## config.mk

```make
export PLATFORM = sky130hd
export DESIGN_NAME = crc16_frame_receiver_flat
export DESIGN_NICKNAME = d
export VERILOG_FILES = /design/src/cfr_pkg.sv /design/src/cfr_channels.sv /design/src/cfr_csr.sv /design/src/cfr_parser.sv /design/src/crc16_frame_receiver.sv /design/src/flat_wrapper.sv
export VERILOG_INCLUDE_DIRS = /design/src /design/src/src
export SDC_FILE = /design/constraint.sdc
export NUM_CORES = 1
export LEC_CHECK = 0
export ABC_AREA = 1
export BUFFER_PORTS_ARGS = -buffer_cell sky130_fd_sc_hd__buf_2
export CAP_MARGIN = 30
export CORE_MARGIN = 8
export CORE_UTILIZATION = 50
export CTS_BUF_LIST = sky130_fd_sc_hd__clkbuf_16
export DETAILED_ROUTE_END_ITERATION = 8
export PLACE_DENSITY = 0.67
export REMOVE_ABC_BUFFERS = 1
export SYNTH_ARGS = -nofsm -noshare
export SYNTH_HDL_FRONTEND = slang
export SYNTH_SLANG_ARGS = --single-unit
```

## constraint.sdc

```tcl
create_clock -name clock -period 7.2 [get_ports clock]
set_input_delay 1.08 -clock clock [delete_from_list [all_inputs] [get_ports clock]]
set_output_delay 1.08 -clock clock [all_outputs]
set_load 0.01 [all_outputs]
```

## src/crc16_frame_receiver_assert.svh

```systemverilog
// Assertion macros for the frame receiver.
`ifndef CRC16_FRAME_RECEIVER_ASSERT_SVH
`define CRC16_FRAME_RECEIVER_ASSERT_SVH
`ifndef NO_ASSERTIONS
`define CFR_ASSERT_NOW(label, ante, cons) \
   label: assert property (@(posedge clock) disable iff (reset) (ante) |-> (cons)) \
      else $error("assertion failed");
`define CFR_ASSERT_NEXT(label, ante, cons) \
   label: assert property (@(posedge clock) disable iff (reset) (ante) |=> (cons)) \
      else $error("assertion failed");
`else
`define CFR_ASSERT_NOW(label, ante, cons)
`define CFR_ASSERT_NEXT(label, ante, cons)
`endif
`endif

```

## src/cfr_pkg.sv

```systemverilog
// Shared types, constants and CRC function for the frame receiver.
package cfr_pkg;
   localparam logic [7:0]  HDR_BYTE      = 8'hE6;
   localparam logic [7:0]  TAIL_BYTE     = 8'h6E;
   localparam logic [15:0] CRC_POLY      = 16'hA001;
   localparam logic [15:0] CRC_INIT      = 16'h0000;
   localparam logic [15:0] CRC_XOROUT    = 16'hFFFF;
   localparam logic [15:0] MAX_LEN_RESET = 16'd1024;

   localparam int CSR_INDEX_W = 1;
   localparam int CSR_DATA_W  = 16;
   localparam logic [CSR_INDEX_W-1:0] REG_MAX_LEN = 1'd0;
   localparam logic [CSR_INDEX_W-1:0] REG_CRC_EN  = 1'd1;

   localparam logic KIND_PAYLOAD = 1'b0;
   localparam logic KIND_REPORT  = 1'b1;

   localparam logic [1:0] STATUS_OK       = 2'd0;
   localparam logic [1:0] STATUS_LEN_ERR  = 2'd1;
   localparam logic [1:0] STATUS_TAIL_ERR = 2'd2;
   localparam logic [1:0] STATUS_CRC_ERR  = 2'd3;

   typedef enum logic [3:0] {
      PH_HUNT0,
      PH_HUNT1,
      PH_SEQ_HI,
      PH_SEQ_LO,
      PH_CMD,
      PH_LEN_HI,
      PH_LEN_LO,
      PH_PAYLOAD,
      PH_CRC_HI,
      PH_CRC_LO,
      PH_TAIL0,
      PH_TAIL1_OK,
      PH_TAIL1_BAD
   } phase_type;

   typedef struct packed {
      logic [15:0] max_payload_len;
      logic        crc_check_enable;
   } cfg_type;

   typedef struct packed {
      logic        item_kind;
      logic [7:0]  payload_byte;
      logic [1:0]  frame_status;
      logic [15:0] sequence_id;
      logic [7:0]  command_code;
      logic [15:0] payload_len;
      logic        crc_match;
   } result_type;

   function automatic logic [15:0] crc_update(input logic [15:0] crc, input logic [7:0] b);
      logic [15:0] c;
      c = crc ^ {8'h00, b};
      for (int i = 0; i < 8; i++) begin
         c = c[0] ? ((c >> 1) ^ CRC_POLY) : (c >> 1);
      end
      return c;
   endfunction
endpackage

```

## src/cfr_channels.sv

```systemverilog
// Channel interfaces: byte request, result and register write.
interface cfr_req_if;
   logic       valid;
   logic       ready;
   logic [7:0] rx_byte;
   modport source (output valid, output rx_byte, input ready);
   modport sink (input valid, input rx_byte, output ready);
endinterface

interface cfr_rsp_if;
   logic        valid;
   logic        ready;
   logic        item_kind;
   logic [7:0]  payload_byte;
   logic [1:0]  frame_status;
   logic [15:0] sequence_id;
   logic [7:0]  command_code;
   logic [15:0] payload_len;
   logic        crc_match;
   modport source (output valid, output item_kind, output payload_byte, output frame_status,
                   output sequence_id, output command_code, output payload_len,
                   output crc_match, input ready);
   modport sink (input valid, input item_kind, input payload_byte, input frame_status,
                 input sequence_id, input command_code, input payload_len,
                 input crc_match, output ready);
endinterface

interface cfr_csr_if;
   logic                               valid;
   logic                               ready;
   logic [cfr_pkg::CSR_INDEX_W-1:0]    index;
   logic [cfr_pkg::CSR_DATA_W-1:0]     data;
   modport source (output valid, output index, output data, input ready);
   modport sink (input valid, input index, input data, output ready);
endinterface

```

## src/cfr_csr.sv

```systemverilog
// Configuration registers for the frame receiver.
module cfr_csr (
   input  logic            clock,
   input  logic            reset,
   cfr_csr_if.sink         csr_bus,
   output cfr_pkg::cfg_type cfg
);
   logic [15:0] max_len_ff;
   logic [15:0] max_len_in;
   logic        crc_en_ff;
   logic        crc_en_in;

   assign csr_bus.ready = 1'b1;

   always_comb begin
      max_len_in = max_len_ff;
      crc_en_in  = crc_en_ff;
      if (csr_bus.valid) begin
         if (csr_bus.index == cfr_pkg::REG_MAX_LEN) begin
            max_len_in = csr_bus.data[15:0];
         end else if (csr_bus.index == cfr_pkg::REG_CRC_EN) begin
            crc_en_in = csr_bus.data[0];
         end
      end
   end

   always_ff @(posedge clock) begin
      if (reset) begin
         max_len_ff <= cfr_pkg::MAX_LEN_RESET;
         crc_en_ff  <= 1'b0;
      end else begin
         max_len_ff <= max_len_in;
         crc_en_ff  <= crc_en_in;
      end
   end

   assign cfg.max_payload_len  = max_len_ff;
   assign cfg.crc_check_enable = crc_en_ff;
endmodule

```

## src/cfr_parser.sv

```systemverilog
// Frame parser state machine with byte-wide CRC-16/MAXIM update.
`include "crc16_frame_receiver_assert.svh"
module cfr_parser (
   input  logic               clock,
   input  logic               reset,
   input  logic               accept,
   input  logic [7:0]         rx_byte,
   input  cfr_pkg::cfg_type   cfg,
   output logic               res_valid,
   output cfr_pkg::result_type res
);
   cfr_pkg::phase_type phase_ff, phase_in;
   logic [15:0] seq_ff, seq_in;
   logic [7:0]  cmd_ff, cmd_in;
   logic [15:0] len_ff, len_in;
   logic [15:0] count_ff, count_in;
   logic [15:0] crc_ff, crc_in;
   logic [15:0] rx_crc_ff, rx_crc_in;
   logic [15:0] crc_next;
   logic        match;
   logic        tail_bad;

   assign crc_next = cfr_pkg::crc_update(crc_ff, rx_byte);
   assign match    = ((crc_ff ^ cfr_pkg::CRC_XOROUT) == rx_crc_ff);
   assign tail_bad = (phase_ff == cfr_pkg::PH_TAIL1_BAD) || (rx_byte != cfr_pkg::TAIL_BYTE);

   always_ff @(posedge clock) begin
      if (reset) begin
         phase_ff  <= cfr_pkg::PH_HUNT0;
         seq_ff    <= '0;
         cmd_ff    <= '0;
         len_ff    <= '0;
         count_ff  <= '0;
         crc_ff    <= '0;
         rx_crc_ff <= '0;
      end else begin
         phase_ff  <= phase_in;
         seq_ff    <= seq_in;
         cmd_ff    <= cmd_in;
         len_ff    <= len_in;
         count_ff  <= count_in;
         crc_ff    <= crc_in;
         rx_crc_ff <= rx_crc_in;
      end
   end

   always_comb begin
      phase_in  = phase_ff;
      seq_in    = seq_ff;
      cmd_in    = cmd_ff;
      len_in    = len_ff;
      count_in  = count_ff;
      crc_in    = crc_ff;
      rx_crc_in = rx_crc_ff;
      res_valid = 1'b0;
      res.item_kind    = cfr_pkg::KIND_REPORT;
      res.payload_byte = 8'h00;
      res.frame_status = cfr_pkg::STATUS_OK;
      res.crc_match    = 1'b0;
      if (accept) begin
         unique case (phase_ff)
            cfr_pkg::PH_HUNT0: begin
               if (rx_byte == cfr_pkg::HDR_BYTE) phase_in = cfr_pkg::PH_HUNT1;
            end
            cfr_pkg::PH_HUNT1: begin
               if (rx_byte == cfr_pkg::HDR_BYTE) begin
                  phase_in = cfr_pkg::PH_SEQ_HI;
                  crc_in   = cfr_pkg::CRC_INIT;
                  count_in = '0;
               end else begin
                  phase_in = cfr_pkg::PH_HUNT0;
               end
            end
            cfr_pkg::PH_SEQ_HI: begin
               seq_in   = {rx_byte, 8'h00};
               crc_in   = crc_next;
               phase_in = cfr_pkg::PH_SEQ_LO;
            end
            cfr_pkg::PH_SEQ_LO: begin
               seq_in   = {seq_ff[15:8], rx_byte};
               crc_in   = crc_next;
               phase_in = cfr_pkg::PH_CMD;
            end
            cfr_pkg::PH_CMD: begin
               cmd_in   = rx_byte;
               crc_in   = crc_next;
               phase_in = cfr_pkg::PH_LEN_HI;
            end
            cfr_pkg::PH_LEN_HI: begin
               len_in   = {rx_byte, 8'h00};
               crc_in   = crc_next;
               phase_in = cfr_pkg::PH_LEN_LO;
            end
            cfr_pkg::PH_LEN_LO: begin
               len_in   = {len_ff[15:8], rx_byte};
               crc_in   = crc_next;
               count_in = '0;
               if (len_in > cfg.max_payload_len) begin
                  phase_in         = cfr_pkg::PH_HUNT0;
                  res_valid        = 1'b1;
                  res.frame_status = cfr_pkg::STATUS_LEN_ERR;
               end else if (len_in == 16'd0) begin
                  phase_in = cfr_pkg::PH_CRC_HI;
               end else begin
                  phase_in = cfr_pkg::PH_PAYLOAD;
               end
            end
            cfr_pkg::PH_PAYLOAD: begin
               crc_in   = crc_next;
               count_in = count_ff + 16'd1;
               if (count_in >= len_ff) phase_in = cfr_pkg::PH_CRC_HI;
               res_valid        = 1'b1;
               res.item_kind    = cfr_pkg::KIND_PAYLOAD;
               res.payload_byte = rx_byte;
            end
            cfr_pkg::PH_CRC_HI: begin
               rx_crc_in = {rx_byte, 8'h00};
               phase_in  = cfr_pkg::PH_CRC_LO;
            end
            cfr_pkg::PH_CRC_LO: begin
               rx_crc_in = {rx_crc_ff[15:8], rx_byte};
               phase_in  = cfr_pkg::PH_TAIL0;
            end
            cfr_pkg::PH_TAIL0: begin
               phase_in = (rx_byte == cfr_pkg::TAIL_BYTE) ? cfr_pkg::PH_TAIL1_OK
                                                          : cfr_pkg::PH_TAIL1_BAD;
            end
            cfr_pkg::PH_TAIL1_OK, cfr_pkg::PH_TAIL1_BAD: begin
               phase_in      = cfr_pkg::PH_HUNT0;
               res_valid     = 1'b1;
               res.crc_match = match;
               if (tail_bad) begin
                  res.frame_status = cfr_pkg::STATUS_TAIL_ERR;
               end else if (cfg.crc_check_enable && !match) begin
                  res.frame_status = cfr_pkg::STATUS_CRC_ERR;
               end else begin
                  res.frame_status = cfr_pkg::STATUS_OK;
               end
            end
            default: begin
               phase_in = cfr_pkg::PH_HUNT0;
            end
         endcase
      end
      res.sequence_id  = seq_in;
      res.command_code = cmd_in;
      res.payload_len  = len_in;
   end

   `CFR_ASSERT_NOW(a_payload_count, phase_ff == cfr_pkg::PH_PAYLOAD, count_ff < len_ff)
   `CFR_ASSERT_NOW(a_idle_holds, !accept, phase_in == phase_ff && crc_in == crc_ff)
   `CFR_ASSERT_NEXT(a_len_err_hunt, res_valid && res.frame_status == cfr_pkg::STATUS_LEN_ERR,
                    phase_ff == cfr_pkg::PH_HUNT0)
endmodule

```

## src/crc16_frame_receiver.sv

```systemverilog
// Frame receiver top level: parser, configuration registers, result register.
// A result appears on rsp_bus in the cycle after the byte that causes it is accepted.
// Throughput: one byte per cycle unless rsp_bus stalls; the result register refills in the cycle it is drained.
// Bytes that cause no result (such as header, CRC and first tail byte) only advance the parser state.
// Reset (synchronous): parser to header hunt, fields to zero, no result pending,
// max_payload_len to 1024 and crc_check_enable to 0.
`include "crc16_frame_receiver_assert.svh"
module crc16_frame_receiver (
   input  logic     clock,
   input  logic     reset,
   cfr_req_if.sink  req_bus,
   cfr_rsp_if.source rsp_bus,
   cfr_csr_if.sink  csr_bus
);
   cfr_pkg::cfg_type    cfg;
   cfr_pkg::result_type res;
   cfr_pkg::result_type out_ff, out_in;
   logic                res_valid;
   logic                rsp_valid_ff, rsp_valid_in;
   logic                accept;

   cfr_csr u_csr (
      .clock   (clock),
      .reset   (reset),
      .csr_bus (csr_bus),
      .cfg     (cfg)
   );

   assign req_bus.ready = !rsp_valid_ff || rsp_bus.ready;
   assign accept        = req_bus.valid && req_bus.ready;

   cfr_parser u_parser (
      .clock     (clock),
      .reset     (reset),
      .accept    (accept),
      .rx_byte   (req_bus.rx_byte),
      .cfg       (cfg),
      .res_valid (res_valid),
      .res       (res)
   );

   always_comb begin
      out_in       = out_ff;
      rsp_valid_in = rsp_valid_ff;
      if (accept) begin
         rsp_valid_in = res_valid;
         if (res_valid) out_in = res;
      end else if (rsp_bus.ready) begin
         rsp_valid_in = 1'b0;
      end
   end

   always_ff @(posedge clock) begin
      if (reset) begin
         rsp_valid_ff <= 1'b0;
      end else begin
         rsp_valid_ff <= rsp_valid_in;
      end
   end

   always_ff @(posedge clock) begin
      out_ff <= out_in;
   end

   assign rsp_bus.valid        = rsp_valid_ff;
   assign rsp_bus.item_kind    = out_ff.item_kind;
   assign rsp_bus.payload_byte = out_ff.payload_byte;
   assign rsp_bus.frame_status = out_ff.frame_status;
   assign rsp_bus.sequence_id  = out_ff.sequence_id;
   assign rsp_bus.command_code = out_ff.command_code;
   assign rsp_bus.payload_len  = out_ff.payload_len;
   assign rsp_bus.crc_match    = out_ff.crc_match;

   `CFR_ASSERT_NOW(a_full_blocks, rsp_valid_ff && !rsp_bus.ready, !req_bus.ready)
   `CFR_ASSERT_NEXT(a_result_loaded, accept && res_valid, rsp_valid_ff)
   `CFR_ASSERT_NOW(a_payload_clean,
                   rsp_valid_ff && out_ff.item_kind == cfr_pkg::KIND_PAYLOAD,
                   out_ff.frame_status == cfr_pkg::STATUS_OK && !out_ff.crc_match)
endmodule
```

## src/flat_wrapper.sv

```systemverilog
// flat-port wrapper written by rule: the top's interface ports become plain ports
module crc16_frame_receiver_flat 
  (clock, reset, req_bus_valid, req_bus_rx_byte, req_bus_ready, rsp_bus_valid, rsp_bus_item_kind, rsp_bus_payload_byte, rsp_bus_frame_status, rsp_bus_sequence_id, rsp_bus_command_code, rsp_bus_payload_len, rsp_bus_crc_match, rsp_bus_ready, csr_bus_valid, csr_bus_index, csr_bus_data, csr_bus_ready);
  cfr_req_if req_bus_i ();
  cfr_rsp_if rsp_bus_i ();
  cfr_csr_if csr_bus_i ();
  input  logic clock;
  input  logic reset;
  input wire logic [$bits(req_bus_i.valid)-1:0] req_bus_valid;
  input wire logic [$bits(req_bus_i.rx_byte)-1:0] req_bus_rx_byte;
  output wire logic [$bits(req_bus_i.ready)-1:0] req_bus_ready;
  output wire logic [$bits(rsp_bus_i.valid)-1:0] rsp_bus_valid;
  output wire logic [$bits(rsp_bus_i.item_kind)-1:0] rsp_bus_item_kind;
  output wire logic [$bits(rsp_bus_i.payload_byte)-1:0] rsp_bus_payload_byte;
  output wire logic [$bits(rsp_bus_i.frame_status)-1:0] rsp_bus_frame_status;
  output wire logic [$bits(rsp_bus_i.sequence_id)-1:0] rsp_bus_sequence_id;
  output wire logic [$bits(rsp_bus_i.command_code)-1:0] rsp_bus_command_code;
  output wire logic [$bits(rsp_bus_i.payload_len)-1:0] rsp_bus_payload_len;
  output wire logic [$bits(rsp_bus_i.crc_match)-1:0] rsp_bus_crc_match;
  input wire logic [$bits(rsp_bus_i.ready)-1:0] rsp_bus_ready;
  input wire logic [$bits(csr_bus_i.valid)-1:0] csr_bus_valid;
  input wire logic [$bits(csr_bus_i.index)-1:0] csr_bus_index;
  input wire logic [$bits(csr_bus_i.data)-1:0] csr_bus_data;
  output wire logic [$bits(csr_bus_i.ready)-1:0] csr_bus_ready;
  assign req_bus_i.valid = req_bus_valid;
  assign req_bus_i.rx_byte = req_bus_rx_byte;
  assign req_bus_ready = req_bus_i.ready;
  assign rsp_bus_valid = rsp_bus_i.valid;
  assign rsp_bus_item_kind = rsp_bus_i.item_kind;
  assign rsp_bus_payload_byte = rsp_bus_i.payload_byte;
  assign rsp_bus_frame_status = rsp_bus_i.frame_status;
  assign rsp_bus_sequence_id = rsp_bus_i.sequence_id;
  assign rsp_bus_command_code = rsp_bus_i.command_code;
  assign rsp_bus_payload_len = rsp_bus_i.payload_len;
  assign rsp_bus_crc_match = rsp_bus_i.crc_match;
  assign rsp_bus_i.ready = rsp_bus_ready;
  assign csr_bus_i.valid = csr_bus_valid;
  assign csr_bus_i.index = csr_bus_index;
  assign csr_bus_i.data = csr_bus_data;
  assign csr_bus_ready = csr_bus_i.ready;
  crc16_frame_receiver u_core (.clock(clock), .reset(reset), .req_bus(req_bus_i), .rsp_bus(rsp_bus_i), .csr_bus(csr_bus_i));
endmodule
```

==> results.ini, run 1 <==
[status]
outcome=finished, final reports clean

[flow_run]
maxCapViolations=0

[synthesis]
synth.lib_cells_used.distinct=44
postSynthCellCount=944
syn_area_um2=7740
synth_enable_flop_cells=52
synth.top_cell.area_share_pct=28.4
syn-mean-instance-area_um2=8.20
post-synth-top-area-cell=dfxtp_1
post_synth_main_area_contributors=dfxtp_1 28%, edfxtp_1 20%, nand2_1 12%
asyncSetResetFlopFracSynth_pct=0
ys_ff_latch=162
synth.yosys.warnings=0
synth-seq-area-share_pct=48.6
synth_top_flop_cell=dfxtp_1

[clock_network]
post-cts-setup-buffer-count=0
cts_buffers=17
clkSlewWorstSetupHoldPaths_ns=0.07
postCtsHoldBufs=0
htreeDepth=4
clock_root_buffer=clkbuf_16
cts.repair.resized=0
tritoncts=yes
cts_buffer_depth=2
cts_num_sinks=162
clk-insertion-delay-late_ns=0.42

[drt]
antenna_left=0
vias_cell=5.17
drcViolationCount=0
dr.first_iter.drc_count=545
dr.pass1.iters=6
drt-total-wl_mm=19.5
dr_total_vias=6360
routed_wire_length_per_instance_um=15.9

[global_routing]
grt_use_total_pct=20.3
grt_max_degree=93
via_count_of_the_first_global_routing_pass=6091
grt_overflow=0
initial_antenna_violation_count=0
wire_length_of_the_first_global_routing_pass_mm=31.5

[die]
core_area_um2=15100
fp.dieH_um=140
floorplan.die.width_um=140
floorplan.die_area_um2=19700
placement_rows=45
effective_utilization_at_floorplan_pct=51.1
floorplan.io_pins=85

[power]
peakVddDrop_v=0.000183
power_leakage_uw=0.00387
p_per_area_nw_per_um2=255

[setup_path]
critPathMaxFanout=37
critPathKind=in -> reg
worstPathRequired_ns=7.31
critPathArrivalTime_ns=3.08
setup.worst_path.end_class=register
critical_path.startpoint_type=input pin

[place]
placement.io_buffers=83
hpwl_mm=14.2
place.gp.congestion=0.926

[sta]
fmax_mhz=338
final_hold_viol_count=0
holdWs_ns=0.466
period_minus_slack_ns=2.96
fin_crit_sh_pct=41.1
maxSlewViolCount=0
final.setup_skew_ns=0.00592
rsz0062_at_grt=no
finalSetupViolCount=0
worst_slew_pin_slew_ns=0.758
max-slew-margin-rel_pct=49.4
setup-tns-final_ns=0

[layout]
layout-drive-gt1-share_pct=18.0
layout.nets=1091
antenna-diode-count=0
finish.utilization_pct=59.0
layout-area-overhead-vs-synth_pct=15.5

[hold_path]
path_type_of_the_worst_min_delay_path=reg -> reg

final cells by class:
type / instances / area [µm²]
clock buffers: 18 / 450
clock inverters: 14 / 139
fillers: 1398 / 6200
inverters: 123 / 463
multi-input cells: 638 / 3420
flip-flops and latches: 162 / 3760
well taps: 188 / 235
repair buffers: 86 / 470
registers in the layout, indices dropped and copies added, names as in the netlist:
register / flops
u_core.rsp_bus.command_code: 8
u_core.rsp_bus.crc_match: 1
u_core.rsp_bus.frame_status: 2
u_core.rsp_bus.item_kind: 1
u_core.rsp_bus.payload_byte: 8
u_core.rsp_bus.payload_len: 16
u_core.rsp_bus.sequence_id: 16
u_core.rsp_bus.valid: 1
u_core.u_csr.crc_en_ff: 1
u_core.u_csr.max_len_ff: 16
u_core.u_parser.cmd_ff: 8
u_core.u_parser.count_ff: 16
u_core.u_parser.crc_ff: 16
u_core.u_parser.len_ff: 16
u_core.u_parser.phase_ff: 4
u_core.u_parser.rx_crc_ff: 16
u_core.u_parser.seq_ff: 16
cells by family (layout without fill, tap and decap cells):
logic type / count (synthesis) / after routing / share of synthesized area [%]
compound gates: 163 / 163 / 11.7
xor+xnor: 32 / 32 / 3.72
fa+ha+maj: 33 / 33 / 5.33
buf+inv: 144 / 241 / 7.24
flops: 162 / 162 / 48.6
other cells: 1 / 1 / 0.0484
simple gates: 409 / 409 / 23.4
cell usage in the layout, fill, tap and decap left out, types with 2 or more instances in the layout:
cell type	n
nand4_1	15
a21oi_2	2
clkinv_4	3
nand2_2	10
a22oi_1	8
nor2_1	76
nand3_2	4
nand2_4	3
o22ai_1	9
buf_2	83
dfxtp_1	110
inv_6	6
o211ai_1	2
nand3_1	32
nor2_2	4
ha_1	33
a21oi_1	105
o2111ai_1	2
nand2_1	242
nor3_1	10
clkinv_2	2
xnor2_1	3
nand3b_1	2
inv_2	31
edfxtp_1	52
nor2_4	6
inv_1	91
clkbuf_16	18
o21ai_0	26
o21ai_1	3
xor2_1	28
cell usage after synthesis, types with 6 or more instances:
| master | instances |
|---|---|
| dfxtp_1 | 110 |
| nand2_2 | 10 |
| ha_1 | 33 |
| inv_1 | 92 |
| a22oi_1 | 8 |
| clkbuf_1 | 13 |
| nor2_1 | 76 |
| a21oi_1 | 105 |
| nand2_1 | 242 |
| nand4_1 | 15 |
| nor3_1 | 10 |
| nand3_1 | 32 |
| o22ai_1 | 9 |
| inv_2 | 30 |
| o21ai_0 | 26 |
| xor2_1 | 28 |
| edfxtp_1 | 52 |
| nor2_4 | 6 |
worst paths after layout:
| path | start | endpoint | slack, ns | cells after the start |
|---|---|---|---|---|
| worst min-delay path | u_core.u_csr.max_len_ff[13] | u_core.u_csr.max_len_ff[13] | 0.47 | 2 |
| worst max register to register | u_core.u_parser.count_ff[0] | u_core.u_parser.phase_ff[0] | 4.25 | 16 |
| worst max-delay path | req_bus_rx_byte[1] | u_core.rsp_bus.sequence_id[1] | 4.24 | 14 |
| worst min register to register | u_core.u_csr.max_len_ff[13] | u_core.u_csr.max_len_ff[13] | 0.47 | 2 |
per-layer routing:
metal  wire, µm  vias to the layer above  track usage, %
li1           -                     3260               -
met3        886                       27            4.72
met2       9060                      146            32.4
met5          0                        -               0
met4        367                        0            7.13
met1       9180                     2927            26.4
critical path, cell delays in order:
cell and delay [ns]:
buf_2 0.15, ha_1 0.32, inv_1 0.05, nor2_1 0.08, nor2_1 0.04, o21ai_0 0.16
a21o_1 0.13, nand2_1 0.04, nand2_1 0.08, nand3_1 0.11, nand3_1 0.11, nand2_1 0.09
inv_2 0.32, buf_12 0.29
through the flow:
step	power [µW]	setup slack [ns]	area, µm²	std cells
after floorplan	1290	3.72	7650	923
after global placement	1390	3.62	8300	1195
after detailed placement	1390	3.82	8320	1196
after CTS	2290	4.26	8910	1228
after global routing	2390	3.91	8940	1229
final	2280	4.24	8940	1229
power by group:
group          leakage, µW  internal (µW)  switching, µW  total, µW
registers          0.00137            990           36.2       1030
clock network     0.000290            507            398        905
logic              0.00221            110            242        352
total              0.00387           1610            676       2280
Note: power is estimated with default switching activity, not from simulation.
==> inputs of run 2 (changes only) <==
==> constraint.sdc (replaced) <==
create_clock -name clock -period 3.1 [get_ports clock]
set_input_delay 0.465 -clock clock [delete_from_list [all_inputs] [get_ports clock]]
set_output_delay 0.465 -clock clock [all_outputs]
set_load 0.01 [all_outputs]
==> run 2 against run 1 <==
  * Worst hold slack got worse by 0.22 ns
  * Wire length fell by 2.6%
  * Die area did not move
  * Clock power rose by 140%
  * Global-route usage fell by 0.74 points
  * Setup slack got worse by 4.0 ns
  * Final area rose by 0.45%
  * Non-clock buffer count did not move
  * Flip-flop and latch count did not move
  * Combinational power rose by 130%
  * Core utilization rose by 0.26 points
  * Cell count did not move
==> results.ini, run 2 (synthesis results as in run 1) <==
[status]
outcome=finished, final reports clean

[power]
switching_share_pct=27.8
peakVddDrop_v=0.000471
seq_power_share_pct=44.1
cellInternalPower_uw=3900
p_per_area_nw_per_um2=602
p_clk_share_pct=40.8
net_switching_uw=1500
design_power_total_uw=5400
power_frac_comb_pct=15.2
power_leakage_uw=0.00388

[setup_path]
setup.worst_path.end_class=register
critPathArrivalTime_ns=3.21
ff_to_ff_start=u_core.u_parser.count_ff[0]
critical_path.startpoint_type=register
worst-r2r-cell-count=16
timing.critical_path.slowest_stage_cell=dfxtp_1
setup.worst_path.start=u_core.u_parser.count_ff[0]
path_cells=ha_1 -> nand3_2 -> nor4_4 -> nand3_2 -> nand3b_1 -> xor2_1 -> inv_2 -> ha_1 -> nand3_1 -> inv_1 -> a21oi_1 -> nand4_1 -> nand3_2 -> inv_2 -> nor2_1 -> nor2_1
rr_endpoint=u_core.u_parser.phase_ff[1]
reg2reg_setup_slack_ns=0.21
critPathMaxFanout=5
worstPathRequired_ns=3.42
crit_path_frequent_cell=nand3_2
path_buf_inv=3
cpPeakStageDelay_ns=0.38
critPathKind=reg -> reg
worst_path_dominant_cell_family=simple AND/OR/NAND/NOR gates

[clock_network]
clkSlewWorstSetupHoldPaths_ns=0.06
cts_buffer_depth=2
cts_num_sinks=162
postCtsHoldBufs=0
htreeDepth=4
clock_root_buffer=clkbuf_16
clk-insertion-delay-late_ns=0.43
post-cts-setup-buffer-count=0
cts_buffers=17
tritoncts=yes

[global_routing]
initial_antenna_violation_count=0
wire_length_of_the_first_global_routing_pass_mm=30.5
grt_use_total_pct=19.5
grt_max_degree=91
via_count_of_the_first_global_routing_pass=6067
grt_overflow=0

[drt]
dr.first_iter.drc_count=435
dr_total_vias=6370
antenna_left=0
drcViolationCount=0
vias_cell=5.18
dr.pass1.iters=6
drt-total-wl_mm=19.0
routed_wire_length_per_instance_um=15.4

[layout]
layout-area-overhead-vs-synth_pct=16.0
layout.nets=1091
layout-drive-gt1-share_pct=18.2
antenna-diode-count=0
layout.cells.most_common=nand2_1
mostFrequentLayoutCells=242 x nand2_1, 110 x dfxtp_1, 105 x a21oi_1

[hold_path]
hold_path_startpoint=reset
timing.hold.worst_path_depth=2
worst_hold_path.endpoint=u_core.u_parser.cmd_ff[6]
path_type_of_the_worst_min_delay_path=in -> reg

[sta]
max-slew-margin-rel_pct=48.8
fmax_mhz=346
fin_crit_sh_pct=93.1
final.setup_skew_ns=0.00763
worst_slew_pin_slew_ns=0.768
period_minus_slack_ns=2.89
final_hold_viol_count=0
maxSlewViolCount=0
holdWs_ns=0.250
finalSetupViolCount=0

[die]
effective_utilization_at_floorplan_pct=51.1
floorplan.die_area_um2=19700
floorplan.io_pins=85
fp.dieH_um=140
floorplan.die.width_um=140
core_area_um2=15100
placement_rows=45

[place]
placement.io_buffers=83
place.gp.congestion=0.895
hpwl_mm=13.5

[flow_run]
maxCapViolations=0

run 2: cell count changes in the layout (fill, tap and decap cells not counted), sizes merged:
cell,delta
inv,-6
bufinv,+3
clkinv,+3
clkbuf,-1
clkinvlp,+1
run 2: routing by layer:
metal	vias up	GRT usage [%]	routed length, µm
li1	3265	-	-
met1	2917	24.6	8640
met2	157	32.4	9000
met3	31	4.62	1010
met4	0	6.33	334
met5	-	0	0
run 2: what timing repair did:
action                                 4_1_cts  5_1_grt
gates resized for setup                      0        5
setup endpoints to repair                    0        4
endpoints found under the hold margin        0        0
run 2: worst max path at each step:
stage               slack [ns]                             end  cells after the start
floorplan                 0.23  u_core.rsp_bus.command_code[0]                     12
global placement          0.33     u_core.u_parser.phase_ff[0]                     16
detailed placement        0.24     u_core.u_parser.phase_ff[0]                     16
CTS                       0.22     u_core.u_parser.phase_ff[0]                     16
global route             -0.02     u_core.u_parser.phase_ff[3]                     16
finish                    0.21     u_core.u_parser.phase_ff[1]                     16
run 2: layout make-up:
type                            instances  area [µm²]
Clock buffer                           17         425
Clock inverter                         15         191
Fill cell                            1363        6160
Inverter                              123         463
Multi-Input combinational cell        638        3440
Sequential cell                       162        3760
Tap cell                              188         235
Timing Repair Buffer                   86         463
run 2: power by group through the flow:
stage                     Sequential [µW]  Clock [µW]  Combinational [µW]
after floorplan                      2410           0                 577
after global placement               2420           0                 798
after detailed placement             2430           0                 808
after CTS                            2380        2240                 813
after global routing                 2390        2320                 919
final                                2380        2200                 819
run 2: worst register-to-register path, stage by stage (launching register included):
cell	delay [ns]
dfxtp_1	0.38
ha_1	0.23
nand3_2	0.15
nor4_4	0.36
nand3_2	0.12
nand3b_1	0.19
xor2_1	0.17
inv_2	0.05
ha_1	0.26
nand3_1	0.13
inv_1	0.06
a21oi_1	0.14
nand4_1	0.13
nand3_2	0.13
inv_2	0.07
nor2_1	0.13
nor2_1	0.07
run 2: through the flow:
step	instance area, µm²	util (%)	setup WS, ns	setup TNS (ns)	instances
2_1_floorplan	7650	-	0.235	0	923
3_3_place_gp	8340	55.1	0.334	0	1197
3_5_place_dp	8340	55.1	0.243	0	1197
4_1_cts	8960	59.2	0.220	0	1229
5_1_grt	8980	59.3	-0.0196	-0.0196	1229
6_report	8980	59.3	0.213	0	1229
==> inputs of run 3 (changes only) <==
--- a/config.mk
+++ b/config.mk
@@ -6,14 +6,13 @@
 export SDC_FILE = /design/constraint.sdc
 export NUM_CORES = 1
 export LEC_CHECK = 0
-export ABC_AREA = 1
 export BUFFER_PORTS_ARGS = -buffer_cell sky130_fd_sc_hd__buf_2
 export CAP_MARGIN = 30
 export CORE_MARGIN = 8
 export CORE_UTILIZATION = 50
 export CTS_BUF_LIST = sky130_fd_sc_hd__clkbuf_16
 export DETAILED_ROUTE_END_ITERATION = 8
-export PLACE_DENSITY = 0.67
+export PLACE_DENSITY = 0.7
 export REMOVE_ABC_BUFFERS = 1
 export SYNTH_ARGS = -nofsm -noshare
 export SYNTH_HDL_FRONTEND = slang
==> constraint.sdc (replaced) <==
create_clock -name clock -period 2.35 [get_ports clock]
set_input_delay 0.3525 -clock clock [delete_from_list [all_inputs] [get_ports clock]]
set_output_delay 0.3525 -clock clock [all_outputs]
set_load 0.01 [all_outputs]
==> run 3 against run 2 <==
  * The flow now finishes with violations (setup timing)
  * Worst hold slack worse by 0.11 ns
  * Sequential share of layout area down 2.9 points
  * Cell count down 9.8%
  * Die area down 2.5%
  * Core utilization up 5.4 points
  * Critical path depth down 2
  * Flip-flop and latch count unchanged
  * Highest routed layer unchanged
==> results.ini, run 3 <==
[clock_network]
clock_root_buffer=clkbuf_16
cts_buffer_depth=2
postCtsHoldBufs=0
tritoncts=yes
cts_buffers=17
cts_num_sinks=162
clk-insertion-delay-late_ns=0.43
htreeDepth=4
clkSlewWorstSetupHoldPaths_ns=0.06

[setup_path]
timing.critical_path.slowest_stage_cell=dfxtp_2
rr_endpoint=u_core.u_parser.phase_ff[1]
worst_path_dominant_cell_family=compound AO/OA/AOI/OAI gates
path_buf_inv=1
critPathMaxFanout=8
reg2reg_setup_slack_ns=-0.68
path_cells=ha_4 -> and3_4 -> and3_4 -> and3_4 -> nand3_4 -> xnor2_2 -> ha_1 -> and3_4 -> a221oi_2 -> buf_4 -> a311o_1 -> a31oi_4 -> nor2_2 -> a311oi_2
critPathArrivalTime_ns=3.37
worstPathRequired_ns=2.69
ff_to_ff_start=u_core.u_parser.count_ff[0]
cpPeakStageDelay_ns=0.37
critical_path.startpoint_type=register
crit_path_frequent_cell=and3_4
setup.worst_path.end_class=register
critPathKind=reg -> reg
worst-r2r-cell-count=14

[place]
placement.io_buffers=83
hpwl_mm=13.7
place.gp.congestion=0.883
placedInstanceArea_um2=8630

[layout]
mostFrequentLayoutCells=100 x dfxtp_1, 82 x buf_2, 81 x buf_4
layout-drive-gt1-share_pct=30.7
filler_cell_count=1147
fin_area_um2=9680
layout-area-overhead-vs-synth_pct=28.7
antenna-diode-count=0
layout.nets=970
layout.cells.most_common=dfxtp_1

[sta]
fmax_mhz=330
setup-tns-final_ns=-11.07
final.setup_skew_ns=0.00613
fin_crit_sh_pct=129
holdWs_ns=0.136
worst_slew_pin_slew_ns=0.997
final_hold_viol_count=0
max-slew-margin-rel_pct=33.0
finalWorstSetupSlack_ns=-0.681
finalSetupViolCount=56
rsz0062_at_grt=yes
maxSlewViolCount=0
period_minus_slack_ns=3.03

[synthesis]
post-synth-top-area-cell=dfxtp_1
syn-mean-instance-area_um2=10.1
synth_enable_flop_cells=52
synth_top_flop_cell=dfxtp_1
synth.lib_cells_used.distinct=60
ys_top_cells_by_count=110 x dfxtp_1, 73 x nor2_1, 61 x nand2_1, 52 x edfxtp_1, 50 x a21oi_1
synth-seq-area-share_pct=50.0
ys_ff_latch=162
postSynthCellCount=748
asyncSetResetFlopFracSynth_pct=0
synth.top_cell.area_share_pct=29.3
post_synth_main_area_contributors=dfxtp_1 29%, edfxtp_1 21%, ha_1 5.5%
synthMostInstantiatedCell=dfxtp_1
syn_area_um2=7530
synth.yosys.warnings=0

[hold_path]
timing.hold.worst_path_depth=2
path_type_of_the_worst_min_delay_path=in -> reg
worst_hold_path.endpoint=u_core.u_csr.max_len_ff[10]
hold_path_startpoint=csr_bus_data[10]

[power]
p_per_area_nw_per_um2=713
power_leakage_uw=0.00396
design_power_total_uw=6910
peakVddDrop_v=0.000525

[global_routing]
grt_use_total_pct=21.0
grt_overflow=0
wire_length_of_the_first_global_routing_pass_mm=32.1
via_count_of_the_first_global_routing_pass=6248
initial_antenna_violation_count=0
grt_max_degree=54

[drt]
drt-met1-wl_mm=8.87
antenna_left=0
drt-total-wl_mm=20.2
dr.pass1.iters=5
drcViolationCount=0
routed_wire_length_per_instance_um=18.3
vias_cell=5.53
met3_wire_length_mm=1.12
dr_total_vias=6131
dr.first_iter.drc_count=556
met2_length_mm=9.70
top_signal_layer_used=met4

[flow_run]
maxCapViolations=0

[die]
floorplan.io_pins=85
floorplan.die_area_um2=19200
fp.dieH_um=139
core_area_um2=15000
placement_rows=45
effective_utilization_at_floorplan_pct=50.3
floorplan.die.width_um=139

[status]
violated_checks=setup timing
outcome=complete, but fails checks

-- run 3: cell count changes after synthesis, moves of 17 or more --
cell     before  now
nand2_1     242   61
inv_1        92   35
a21oi_1     105   50
nor2b_1       0   42
inv_2        30    0
a22o_1        0   17
nand3_1      32    9
xnor2_1       3   37
-- run 3: how the worst max path moves through the flow --
stage,cells past startpoint,end,start,slack [ns]
2_1_floorplan,8,u_core.rsp_bus.command_code[0],u_core.u_csr.max_len_ff[15],-1.86
3_5_place_dp,14,u_core.u_parser.phase_ff[3],u_core.u_parser.count_ff[1],-0.68
3_3_place_gp,13,u_core.u_parser.phase_ff[3],u_core.u_parser.count_ff[0],-0.59
6_report,14,u_core.u_parser.phase_ff[1],u_core.u_parser.count_ff[0],-0.68
5_1_grt,14,u_core.u_parser.phase_ff[1],u_core.u_parser.count_ff[0],-0.79
4_1_cts,14,u_core.u_parser.phase_ff[3],u_core.u_parser.count_ff[1],-0.68
-- run 3: area by class of cell --
type | instances | area [µm²] | share of cell area, %
Inverter | 35 | 131 | 1.36
Clock buffer | 17 | 425 | 4.39
Sequential cell | 162 | 3780 | 39.0
Multi-Input combinational cell | 511 | 3610 | 37.3
Timing Repair Buffer | 180 | 1320 | 13.6
Clock inverter | 15 | 179 | 1.85
Tap cell | 188 | 235 | 2.43
-- run 3: power by group --
part,switching (µW),leakage (µW),total [µW],internal (µW)
registers,82.1,0.00141,3060,2980
clock network,1180,0.000290,2860,1680
logic,567,0.00226,989,422
total,1830,0.00396,6910,5080
-- run 3: cell families after synthesis --
logic type                 after synthesis  synth area share [%]
and+or+nand+nor                        259                  17.4
xor gates and xnor gates                53                  6.27
buffers and inverters                   75                  4.14
adders and majority gates               33                  5.49
DFF                                    162                  50.0
AOI/OAI and AO/OA                      136                  12.2
other                                    1                0.0498
muxes                                   29                  4.55
-- run 3: through the flow --
step | setup WS, ns | utilization (%) | instances
final | -0.681 | 64.7 | 1108
after global routing | -0.786 | 64.7 | 1108
after CTS | -0.679 | 63.3 | 1095
after detailed placement | -0.685 | 57.6 | 1054
after floorplan | -1.86 | - | 708
after global placement | -0.585 | 57.6 | 1054
-- run 3: repair_timing --
item	CTS	global route
gates cloned	2	3
pin swaps	20	16
resized for setup	35	22
buffers inserted	7	13
endpoints found under the setup margin	56	56
-- run 3: routing by layer --
layer,up-vias,GRT usage (%)
li1,2935,-
met1,2951,25.5
met3,42,4.92
met2,203,35.1
met5,-,0
met4,0,8.55
-- run 3: worst reg2reg max path, cell delays in order (launching register included) --
cell and delay (ns):
dfxtp_2 0.37, ha_4 0.15, and3_4 0.18, and3_4 0.18
and3_4 0.20, nand3_4 0.07, xnor2_2 0.14, ha_1 0.29
and3_4 0.20, a221oi_2 0.06, buf_4 0.13, a311o_1 0.37
a31oi_4 0.28, nor2_2 0.07, a311oi_2 0.25
